### src/hw/rtl/msd_pkg.sv
// shared types and constants for the stereo downmix block
package msd_pkg;

  localparam int SAMPLE_W = 24;
  localparam int OUT_W    = 26;
  localparam int SUM_W    = 29;
  localparam int CFG_W    = 6;
  localparam int GAIN_W   = 17;
  localparam int PROD_W   = SAMPLE_W + GAIN_W;
  localparam int GAIN_SH  = 16;
  localparam int DIV_CW   = $clog2(SUM_W);

  // 0.707 as 46334 / 65536
  localparam logic [GAIN_W-1:0] GAIN_NUM = 17'd46334;

  // channel positions used by the surround modes
  localparam int CH_FL  = 0;
  localparam int CH_FR  = 1;
  localparam int CH_FC  = 2;
  localparam int CH_BL  = 4;
  localparam int CH_BR  = 5;
  localparam int CH_SL  = 6;
  localparam int CH_SR  = 7;

  localparam int N_51 = 6;
  localparam int N_71 = 8;

  typedef enum logic [2:0] {
    MODE_MONO,
    MODE_STEREO,
    MODE_51,
    MODE_71,
    MODE_AVG
  } msd_mode_e;

  typedef struct packed {
    logic cfg_we;
    logic take;
    logic mult;
    logic acc;
    logic div_load;
    logic div_step;
    logic finish;
  } msd_cmd_t;

  typedef struct packed {
    msd_mode_e mode;
    logic      last;
    logic      out_busy;
  } msd_stat_t;

endpackage

### src/hw/rtl/msd_ctrl.sv
// sequencer for the stereo downmix: one sample at a time, then frame result
module msd_ctrl
  import msd_pkg::*;
(
  input  logic      clk_i,
  input  logic      rst_ni,
  input  logic      in_valid_i,
  output logic      in_stall_o,
  input  logic      cfg_valid_i,
  output logic      cfg_ready_o,
  input  msd_stat_t stat_i,
  output msd_cmd_t  cmd_o
);

  typedef enum logic [2:0] {
    ST_IDLE,
    ST_MUL,
    ST_ACC,
    ST_DLOAD,
    ST_DIV,
    ST_FIN
  } state_e;

  state_e              state_q;
  logic   [DIV_CW-1:0] step_q;

  logic idle;
  logic in_xfer;

  assign idle        = (state_q == ST_IDLE);
  assign cfg_ready_o = idle;
  // config has priority over a sample offered in the same cycle
  assign in_stall_o  = !idle || cfg_valid_i;
  assign in_xfer     = in_valid_i && !in_stall_o;

  always_ff @(posedge clk_i or negedge rst_ni) begin
    if (!rst_ni) begin
      state_q <= ST_IDLE;
      step_q  <= '0;
    end else begin
      case (state_q)
        ST_IDLE: begin
          if (in_xfer) begin
            state_q <= ST_MUL;
          end
        end
        ST_MUL: begin
          state_q <= ST_ACC;
        end
        ST_ACC: begin
          if (!stat_i.last) begin
            state_q <= ST_IDLE;
          end else if (stat_i.mode == MODE_AVG) begin
            state_q <= ST_DLOAD;
          end else begin
            state_q <= ST_FIN;
          end
        end
        ST_DLOAD: begin
          step_q  <= '0;
          state_q <= ST_DIV;
        end
        ST_DIV: begin
          step_q <= step_q + DIV_CW'(1);
          if (step_q == DIV_CW'(SUM_W - 1)) begin
            state_q <= ST_FIN;
          end
        end
        ST_FIN: begin
          if (!stat_i.out_busy) begin
            state_q <= ST_IDLE;
          end
        end
        default: begin
          state_q <= ST_IDLE;
        end
      endcase
    end
  end

  always_comb begin
    cmd_o          = '0;
    cmd_o.cfg_we   = cfg_valid_i && cfg_ready_o;
    cmd_o.take     = in_xfer;
    cmd_o.mult     = (state_q == ST_MUL);
    cmd_o.acc      = (state_q == ST_ACC);
    cmd_o.div_load = (state_q == ST_DLOAD);
    cmd_o.div_step = (state_q == ST_DIV);
    cmd_o.finish   = (state_q == ST_FIN) && !stat_i.out_busy;
  end

endmodule

### src/hw/rtl/msd_dpath.sv
// downmix datapath: gain multiply, frame sums, serial divider, output register
module msd_dpath
  import msd_pkg::*;
#(
  parameter int MAX_CHANNELS = 32
) (
  input  logic                       clk_i,
  input  logic                       rst_ni,
  input  msd_cmd_t                   cmd_i,
  output msd_stat_t                  stat_o,
  input  logic        [CFG_W-1:0]    cfg_data_i,
  input  logic signed [SAMPLE_W-1:0] sample_i,
  output logic                       out_valid_o,
  input  logic                       out_stall_i,
  output logic signed [OUT_W-1:0]    left_out_o,
  output logic signed [OUT_W-1:0]    right_out_o
);

  localparam int IW = $clog2(MAX_CHANNELS);
  localparam int NW = $clog2(MAX_CHANNELS + 1);
  localparam int CW = (CFG_W + 1 > NW) ? CFG_W + 1 : NW;

  logic        [CFG_W-1:0]    cnt_q;
  logic        [IW-1:0]       idx_q;
  logic signed [SAMPLE_W-1:0] samp_q;
  logic signed [PROD_W-1:0]   prod_q;
  logic signed [SUM_W-1:0]    lsum_q, rsum_q;
  logic        [SUM_W-1:0]    lq_q, rq_q;
  logic        [NW-1:0]       lr_q, rr_q;
  logic                       lneg_q, rneg_q;
  logic                       out_valid_q;
  logic signed [OUT_W-1:0]    out_l_q, out_r_q;

  logic [CW-1:0] n_raw;
  logic [NW-1:0] n_eff;
  logic [NW-1:0] ch_n;
  logic [IW-1:0] ch;
  logic          last;
  msd_mode_e     mode;

  always_comb begin
    n_raw = (cnt_q == '0) ? CW'(1) : CW'(cnt_q);
    if (n_raw > CW'(MAX_CHANNELS)) begin
      n_raw = CW'(MAX_CHANNELS);
    end
    n_eff = NW'(n_raw);
  end

  always_comb begin
    if (n_eff == NW'(1)) begin
      mode = MODE_MONO;
    end else if (n_eff == NW'(2)) begin
      mode = MODE_STEREO;
    end else if (n_eff == NW'(N_51)) begin
      mode = MODE_51;
    end else if (n_eff == NW'(N_71)) begin
      mode = MODE_71;
    end else begin
      mode = MODE_AVG;
    end
  end

  // a stale index past the frame length restarts the frame
  assign ch   = (NW'(idx_q) >= n_eff) ? '0 : idx_q;
  assign ch_n = NW'(ch) + NW'(1);
  assign last = (ch_n == n_eff);

  assign stat_o.mode     = mode;
  assign stat_o.last     = last;
  assign stat_o.out_busy = out_valid_q && out_stall_i;

  // accumulate terms
  logic signed [SUM_W-1:0] s_ext, g_ext, add_l, add_r, base_l, base_r;

  assign s_ext  = SUM_W'(samp_q);
  assign g_ext  = SUM_W'($signed(prod_q[PROD_W-1:GAIN_SH]));
  assign base_l = (ch == '0) ? '0 : lsum_q;
  assign base_r = (ch == '0) ? '0 : rsum_q;

  always_comb begin
    add_l = '0;
    add_r = '0;
    case (mode)
      MODE_51: begin
        case (ch)
          IW'(CH_FL): add_l = s_ext;
          IW'(CH_FR): add_r = s_ext;
          IW'(CH_FC): begin
            add_l = g_ext;
            add_r = g_ext;
          end
          IW'(CH_BL): add_l = g_ext;
          IW'(CH_BR): add_r = g_ext;
          default: ;
        endcase
      end
      MODE_71: begin
        // sums hold twice the value so the final halving floors once
        case (ch)
          IW'(CH_FL): add_l = s_ext <<< 1;
          IW'(CH_FR): add_r = s_ext <<< 1;
          IW'(CH_FC): begin
            add_l = g_ext <<< 1;
            add_r = g_ext <<< 1;
          end
          IW'(CH_BL), IW'(CH_SL): add_l = s_ext;
          IW'(CH_BR), IW'(CH_SR): add_r = s_ext;
          default: ;
        endcase
      end
      default: begin
        if (ch[0]) begin
          add_r = s_ext;
        end else begin
          add_l = s_ext;
        end
      end
    endcase
  end

  // divider trial subtracts, both lanes each cycle
  logic [NW-1:0] dl, dr;
  logic [NW:0]   tl, tr;
  logic          bl, br;

  assign dl = NW'((CW'(n_eff) + CW'(1)) >> 1);
  assign dr = n_eff >> 1;
  assign tl = {lr_q, lq_q[SUM_W-1]};
  assign tr = {rr_q, rq_q[SUM_W-1]};
  assign bl = (tl >= {1'b0, dl});
  assign br = (tr >= {1'b0, dr});

  // result selection
  logic signed [SUM_W-1:0] res_l, res_r;

  always_comb begin
    case (mode)
      MODE_MONO: begin
        res_l = s_ext;
        res_r = s_ext;
      end
      MODE_71: begin
        res_l = lsum_q >>> 1;
        res_r = rsum_q >>> 1;
      end
      MODE_AVG: begin
        res_l = lneg_q ? -$signed(lq_q) : $signed(lq_q);
        res_r = rneg_q ? -$signed(rq_q) : $signed(rq_q);
      end
      default: begin
        res_l = lsum_q;
        res_r = rsum_q;
      end
    endcase
  end

  always_ff @(posedge clk_i or negedge rst_ni) begin
    if (!rst_ni) begin
      cnt_q       <= CFG_W'(2);
      idx_q       <= '0;
      lsum_q      <= '0;
      rsum_q      <= '0;
      out_valid_q <= 1'b0;
    end else begin
      if (cmd_i.cfg_we) begin
        cnt_q  <= cfg_data_i;
        idx_q  <= '0;
        lsum_q <= '0;
        rsum_q <= '0;
      end else if (cmd_i.acc) begin
        lsum_q <= base_l + add_l;
        rsum_q <= base_r + add_r;
        idx_q  <= last ? '0 : IW'(ch_n);
      end
      if (cmd_i.finish) begin
        out_valid_q <= 1'b1;
      end else if (!out_stall_i) begin
        out_valid_q <= 1'b0;
      end
    end
  end

  always_ff @(posedge clk_i) begin
    if (cmd_i.take) begin
      samp_q <= sample_i;
    end
    if (cmd_i.mult) begin
      prod_q <= PROD_W'(samp_q) * PROD_W'($signed({1'b0, GAIN_NUM[GAIN_W-2:0]}));
    end
    if (cmd_i.div_load) begin
      lneg_q <= lsum_q[SUM_W-1];
      rneg_q <= rsum_q[SUM_W-1];
      lq_q   <= lsum_q[SUM_W-1] ? SUM_W'(-lsum_q) : SUM_W'(lsum_q);
      rq_q   <= rsum_q[SUM_W-1] ? SUM_W'(-rsum_q) : SUM_W'(rsum_q);
      lr_q   <= '0;
      rr_q   <= '0;
    end else if (cmd_i.div_step) begin
      lr_q <= bl ? NW'(tl - {1'b0, dl}) : NW'(tl);
      rr_q <= br ? NW'(tr - {1'b0, dr}) : NW'(tr);
      lq_q <= {lq_q[SUM_W-2:0], bl};
      rq_q <= {rq_q[SUM_W-2:0], br};
    end
    if (cmd_i.finish) begin
      out_l_q <= res_l[OUT_W-1:0];
      out_r_q <= res_r[OUT_W-1:0];
    end
  end

  assign out_valid_o = out_valid_q;
  assign left_out_o  = out_l_q;
  assign right_out_o = out_r_q;

endmodule

### src/hw/rtl/multichannel_stereo_downmix_top.sv
// stereo downmix top level: controller plus datapath
//
//   channel  dir  signals                                  transfer when
//   in       in   in_valid_i, in_stall_o, sample_i         valid & !stall
//   out      out  out_valid_o, out_stall_i, left/right_out valid & !stall
//   cfg      in   cfg_valid_i, cfg_ready_o, cfg_data_i     valid & ready
//
// each sample is taken, gain multiplied, then accumulated; the last
// sample of a frame then loads the output register, or in averaging mode
// first runs two restoring dividers, one per side, each retiring one quotient
// bit per cycle. reset is asynchronous, active low, channel count 2.
// the output register lets the next sample be taken while a result is stalled;
// a new result waits only while the previous one is still held.
module multichannel_stereo_downmix_top
  import msd_pkg::*;
#(
  parameter int MAX_CHANNELS = 32
) (
  input  logic                       clk_i,
  input  logic                       rst_ni,
  input  logic                       in_valid_i,
  output logic                       in_stall_o,
  input  logic signed [SAMPLE_W-1:0] sample_i,
  output logic                       out_valid_o,
  input  logic                       out_stall_i,
  output logic signed [OUT_W-1:0]    left_out_o,
  output logic signed [OUT_W-1:0]    right_out_o,
  input  logic                       cfg_valid_i,
  output logic                       cfg_ready_o,
  input  logic        [CFG_W-1:0]    cfg_data_i
);

  msd_cmd_t  cmd;
  msd_stat_t stat;

  msd_ctrl u_ctrl (
    .clk_i       (clk_i),
    .rst_ni      (rst_ni),
    .in_valid_i  (in_valid_i),
    .in_stall_o  (in_stall_o),
    .cfg_valid_i (cfg_valid_i),
    .cfg_ready_o (cfg_ready_o),
    .stat_i      (stat),
    .cmd_o       (cmd)
  );

  msd_dpath #(
    .MAX_CHANNELS (MAX_CHANNELS)
  ) u_dpath (
    .clk_i       (clk_i),
    .rst_ni      (rst_ni),
    .cmd_i       (cmd),
    .stat_o      (stat),
    .cfg_data_i  (cfg_data_i),
    .sample_i    (sample_i),
    .out_valid_o (out_valid_o),
    .out_stall_i (out_stall_i),
    .left_out_o  (left_out_o),
    .right_out_o (right_out_o)
  );

  // a taken sample keeps the input busy while it is processed
  a_busy_after_take: assert property (@(posedge clk_i) disable iff (!rst_ni)
    (in_valid_i && !in_stall_o) |=> in_stall_o)
    else $error("input not stalled after sample transfer");

  // the input only opens when config could also be taken
  a_idle_consistent: assert property (@(posedge clk_i) disable iff (!rst_ni)
    !in_stall_o |-> cfg_ready_o)
    else $error("input open while config port blocked");

  // a new result comes only from a busy cycle
  a_result_from_work: assert property (@(posedge clk_i) disable iff (!rst_ni)
    $rose(out_valid_o) |-> $past(in_stall_o))
    else $error("result appeared without a preceding busy cycle");

endmodule

### config.mk
export PLATFORM = sky130hd
export DESIGN_NAME = multichannel_stereo_downmix_top
export DESIGN_NICKNAME = d
export VERILOG_FILES = /design/src/hw/rtl/msd_pkg.sv /design/src/hw/rtl/msd_ctrl.sv /design/src/hw/rtl/msd_dpath.sv /design/src/hw/rtl/multichannel_stereo_downmix_top.sv
export SDC_FILE = /design/constraint.sdc
export NUM_CORES = 1
export LEC_CHECK = 0
export ABC_AREA = 0
export BUFFER_PORTS_ARGS = -buffer_cell sky130_fd_sc_hd__buf_2
export CORE_ASPECT_RATIO = 1.4
export CORE_MARGIN = 4
export CORE_UTILIZATION = 55
export CTS_BUF_LIST = sky130_fd_sc_hd__clkbuf_8
export DETAILED_ROUTE_END_ITERATION = 8
export GPL_TIMING_DRIVEN = 0
export PLACE_DENSITY = 0.72
export SYNTH_ARGS = -nofsm -noshare
export SYNTH_HDL_FRONTEND = slang
export SYNTH_HIERARCHICAL = 1
export SYNTH_SLANG_ARGS = --single-unit
### constraint.sdc
create_clock -name clk_i -period 8 [get_ports clk_i]
set_input_delay 1.2 -clock clk_i [delete_from_list [all_inputs] [get_ports clk_i]]
set_output_delay 1.2 -clock clk_i [all_outputs]
set_load 0.05 [all_outputs]
Word-level counts from Yosys, hierarchy flattened
Index checks and enable logic that the tools add are counted.

word-level totals
  input bits = 35
  output and inout bits = 55
  word-level logic and storage cells = 121
  register bits = 266

operators by class
  add/subtract/negate cells = 11
  reduce and logical (&&, ||, !) cells = 19
  muxes and demuxes = 45
  equality and inequality tests = 24
  $mul = 1
  magnitude comparators = 4

operator list
  kind                                                 number
  2-to-1 mux 29 bit                                    14
  one-hot mux 29 bit (2 select lines)                  4
  one-hot mux 29 bit (3 select lines)                  2
  one-hot mux 26 bit (3 select lines)                  2
  adder 29 bit                                         2
  negation 29 bit                                      2
  2-to-1 mux 26 bit                                    2
  negation 26 bit                                      2
  multiplier 24 x 16 -> 40 bit, second input constant  1
  2-to-1 mux 3 bit                                     9
  2-to-1 mux 6 bit                                     4
  == test 5 x 3 -> 1 bit, second input constant        4
  2-to-1 mux 5 bit                                     4
  one-hot mux 3 bit (6 select lines)                   1
  == test 3 x 2 -> 1 bit, second input constant        4
  one-hot mux 5 bit (2 select lines)                   1
  == test 3 bit, second input constant                 3
  OR reduction 2 bit                                   4
  adder 6 x 1 -> 7 bit, second input constant          1
  >= comparator 7 x 5 -> 1 bit                         1
  >= comparator 7 x 6 -> 1 bit                         1
  > comparator 7 x 6 -> 1 bit, second input constant   1
  adder 5 x 1 -> 6 bit, second input constant          1
  == test 6 x 1 -> 1 bit, second input constant        1
  other kinds (23)                                     33

Depth between registers and ports, before layout
  word-level depth = 14
  gate-level depth with buffers = 34
  gate-level depth less buffers = 31

Modules after synthesis
Netlist, hierarchy kept.

by module, submodules not included
  module     cells an instance  sequential area each (sq um)  instances  area each (sq um)
  msd_dpath  2735               6827.8                        1          25415.6
  msd_ctrl   56                 200.2                         1          538.0

Worst setup path after synthesis
OpenSTA, ideal clock, no wires.

  path type = register to register
  from = register u_dpath.cnt_q[2]
  to = register u_dpath.rsum_q[28]
  data required time = 7.863 ns
  stages on the path, launching flop included = 34
  data arrival time = 6.965 ns
  setup slack = 0.898 ns
  cells stage by stage = dfrtp_1 clkbuf_1 nor4_1 o21ai_1 inv_1 ha_1 nand2b_1 a21o_1 a21oi_1 o21a_1 clkbuf_1 and2_1 ha_1 nand2_1 or4_1 o211ai_1 and2_0 clkbuf_1 clkbuf_1 a22oi_1 o21ai_0 ha_1 clkbuf_1 a21o_1 a21oi_1 o311ai_0 a211oi_1 a21oi_1 a221o_1 a2111oi_0 nor3_1 xor2_1 a31oi_1 a31oi_1

on the way
  cells in the longest elaborated chain, start to end = 14
  elaborated cells between the ends (all ways) = 31
  classes of those cells = add/sub: 1; order compare: 2; eq/ne: 10; mux: 14; reduce/logical: 4

ends and longest elaborated chain
  item                                                                  line              text
  from (decl)                                                           msd_dpath.sv:23   logic [CFG_W-1:0] cnt_q;
  from (signal assigned)                                                msd_dpath.sv:166  cnt_q <= cfg_data_i;
  zero test 6 bit                                                       msd_dpath.sv:42   n_raw = (cnt_q == '0) ? CW'(1) : CW'(cnt_q);
  2-to-1 mux 6 bit (*)                                                  msd_dpath.sv:42
  > comparator 7 x 6 -> 1 bit                                           msd_dpath.sv:43   if (n_raw > CW'(MAX_CHANNELS)) begin
  2-to-1 mux 6 bit (*)                                                  msd_dpath.sv:43
  branches (longest 7 deep; another with >= comparator 5 x 6 -> 1 bit)  --
  adder 29 bit (*)                                                      msd_dpath.sv:172  rsum_q <= base_r + add_r;
  2-to-1 mux 29 bit (*)                                                 msd_dpath.sv:170  end else if (cmd_i.acc) begin
  2-to-1 mux 29 bit (*)                                                 msd_dpath.sv:165  if (cmd_i.cfg_we) begin
  to (signal assigned)                                                  msd_dpath.sv:172
  to (decl)                                                             msd_dpath.sv:27   logic signed [SUM_W-1:0] lsum_q, rsum_q;

Every way passes the cells marked *. The select of a mux whose other input is x is not followed.
A chain may end at the register's enable or synchronous reset.

Worst setup path in the final report
  from = register u_dpath.cnt_q[2]
  to = register u_dpath.rsum_q[17]

Same word-level chain as after synthesis.

==> run metrics <==
post-synthesis cell type count 88; share of the yosys chip area belonging to registers 27.1%; combinational family with the most area after synthesis adder cells; result of the run complete, but fails checks; number of design-rule violations left by the first detailed-router iteration 2,081; worst hold margin 0.489 ns; largest fanout of any net on the critical path 12; clock root buffer clkbuf_8; total of hold buffers inserted after clock tree synthesis 0; number of warnings printed during yosys synthesis 6; number of sinks driven by the clock tree 251; most frequent cells in the layout inv_1, nor2_1, ha_1; Worst path most repeated cell a21o_1; EDFF count, synth 161; Chip Height 265 um; adder and majority gate portion of the synthesized area 26.9%; number of nets with antenna violations after routing 0; violations in the final reports capacitance limit, slew limit; synthesis-stage register bit count 251; wire per inst 23.3 um; layout cells sized above 1 9.12%; synthesized cell area 26,000 um^2; residual overflow from global routing 0; first-pass GRT wire length 127,000 um; GRT Total Usage 32.7%; # nets final 3,412; slew at the pin closest to its max-slew limit 1.50 ns; number of port buffers 89; Critical Path AT 8.15 ns; asr flop ratio synth 31.1%; routed vias/inst 6.10; cell with the largest stage delay on the worst path dfrtp_2; x dimension of the die 192 um; clock transition at the registers of the reported paths 0.06 ns; class of the tightest hold or removal check reg2reg; synthesized-area fraction occupied by ao, oa, aoi and oai cells 17.3%; syn nets 3,268; RSZ-0062 raised after global routing yes; Routability Congestion 0.997; CTS buffer count 44; Placement Cell Area 27,300 um^2; family with the most delay on the worst path compound AO/OA/AOI/OAI gates; placed wire-length estimate after detailed placement 65,700 um; startpoint type of the worst setup path flop; die area 50,800 um^2; final max-slew violation count 7; total of max-cap violations 1; mux contribution to synthesized area 2.02%; Worst Setup End Kind flop; xor and xnor fraction of the mapped netlist area 6.45%; H-tree Lvls 2; headroom to the max-slew limit -1.23%; main area contributors after synthesis edfxtp_1, fa_1, ha_1; number of rows created at floorplan 93; top-area cell type share of the netlist area 18.6%; synthesized netlist cell count 2,791; antenna violations before repair 3; ratio of final minimum period to clock period 95.6%; total core area 46,300 um^2; DR pass1 iterations 7; final hold viol count 0; largest net degree at the start of global routing 59; path type of the worst setup path reg2reg; layout overhead on the synthesized area 9.55%; routed vias 21,900; vias in the first global route 22,200; Setup Viol. Count Final 0; clock insertion delay at the later pin of the skew report 0.62 ns; cell area after layout 28,400 um^2; maximum buffer depth of the clock tree 3; Top FF cell, synth edfxtp_1; num ports 90; mean instance size in the synthesized netlist 9.30 um^2; starting density of the core 56.0%; Crit path required time 8.50 ns; number of buffers and inverters on the critical path 4; leading cell type in the layout, fill and taps excluded inv_1; final clock skew 0.0421 ns; Slowest Stage Delay on Critical Path 0.51 ns; upper clock frequency limit 131 MHz; CTS tree built; remaining design rule violation count 0; fill count 4,079; largest area contributor in the synthesized netlist edfxtp_1; share of synthesized cell area in and, or, nand and nor gates 12.9%; WL final 83,500 um; Final min period 7.65 ns
Yosys cell counts (40+ instances only):
| library cell | instances |
|---|---|
| dfrtp_1 | 77 |
| xor2_1 | 96 |
| xnor2_1 | 95 |
| inv_1 | 347 |
| nor2_1 | 254 |
| mux2i_1 | 40 |
| fa_1 | 193 |
| edfxtp_1 | 161 |
| a21oi_1 | 174 |
| ha_1 | 249 |
| o21ai_0 | 111 |
| clkbuf_1 | 131 |
| nor2b_1 | 70 |
| a21o_1 | 47 |
| nand2_1 | 179 |
worst reg2reg max path: cells and delay by family (launching register included):
family          cells  cell delay [ns]
xor+xnor            1             0.10
compound gates     16             4.07
flops               1             0.51
simple gates        6             0.96
buf+inv             4             0.89
fa+ha+maj           3             0.99
through the flow:
stage | setup WS, ns | TNS [ns] | util, % | instances
final | 0.355 | 0 | 61.4 | 3589
after global routing | -0.00306 | -0.00381 | 61.4 | 3589
after CTS | 0.0344 | 0 | 61.2 | 3586
after detailed placement | -1.45 | -14.03 | 58.9 | 3504
after global placement | -1.47 | -13.75 | 58.7 | 3497
after floorplan | 0.898 | 0 | - | 2791
final timing paths:
kind,startpoint,to,slack (ns),cells after the start
max in group asynchronous,rst_ni,u_dpath/rsum_q[19],6.81,2
setup / recovery,u_dpath/cnt_q[2],u_dpath/rsum_q[17],0.35,30
min in group asynchronous,rst_ni,u_ctrl/step_q[1],0.51,1
hold / removal,u_dpath/lr_q[5],u_dpath/lr_q[5],0.49,2
hold reg to reg,u_dpath/lr_q[5],u_dpath/lr_q[5],0.49,2
setup reg to reg,u_dpath/cnt_q[2],u_dpath/rsum_q[17],0.35,30
routing by layer:
metal | up-vias | track usage, % | share of wire, %
li1 | 10000 | - | -
met1 | 10600 | 38.7 | 37
met2 | 958 | 56.6 | 49
met3 | 285 | 4.28 | 6.3
met4 | 2 | 19.4 | 7.1
met5 | - | 0 | 0.014
logic make-up (layout without fill, tap and decap cells):
logic type,Yosys count,in the layout
adders and majority gates,442,442
AOI/OAI and AO/OA,650,650
muxes,51,51
xor gates and xnor gates,191,191
and+or+nand+nor,706,706
other,1,3
buffers and inverters,499,678
DFF,251,251
sequential cells by signal, indices dropped and copies added (netlist names):
| signal | cells |
|---|---|
| u_dpath/lneg_q | 1 |
| u_dpath/lq_q | 29 |
| u_dpath/samp_q | 24 |
| u_dpath/lr_q | 6 |
| u_dpath/prod_q | 25 |
| u_dpath/lsum_q | 29 |
| u_ctrl/step_q | 5 |
| u_dpath/rneg_q | 1 |
| u_dpath/left_out_o | 26 |
| u_dpath/rq_q | 29 |
| u_dpath/rsum_q | 29 |
| u_dpath/right_out_o | 26 |
| u_dpath/cnt_q | 6 |
| u_dpath/idx_q | 5 |
| u_dpath/rr_q | 6 |
| u_ctrl/state_q | 3 |
| u_dpath/out_valid_o | 1 |
timing repair:
item,4_1_cts,5_1_grt
resized for setup,24,30
buffers inserted,4,2
endpoints found under the setup margin,33,22
endpoints found under the hold margin,0,0
pin swaps,2,0
area by class of cell:
cell class / count / area [um^2] / area share (%)
Clock buffer: 51 / 702 / 2.47
Tap cell: 617 / 772 / 2.72
Timing Repair Buffer: 102 / 608 / 2.14
Multi-Input combinational cell: 2041 / 17100 / 60.3
Buffer: 148 / 614 / 2.16
Sequential cell: 251 / 7030 / 24.7
Inverter: 347 / 1310 / 4.59
Antenna cell: 2 / 5.00 / 0.0176
Clock inverter: 30 / 245 / 0.863
Power is not shown: default switching activity piles up to over one toggle a cycle in this logic, so the estimate is an artifact.
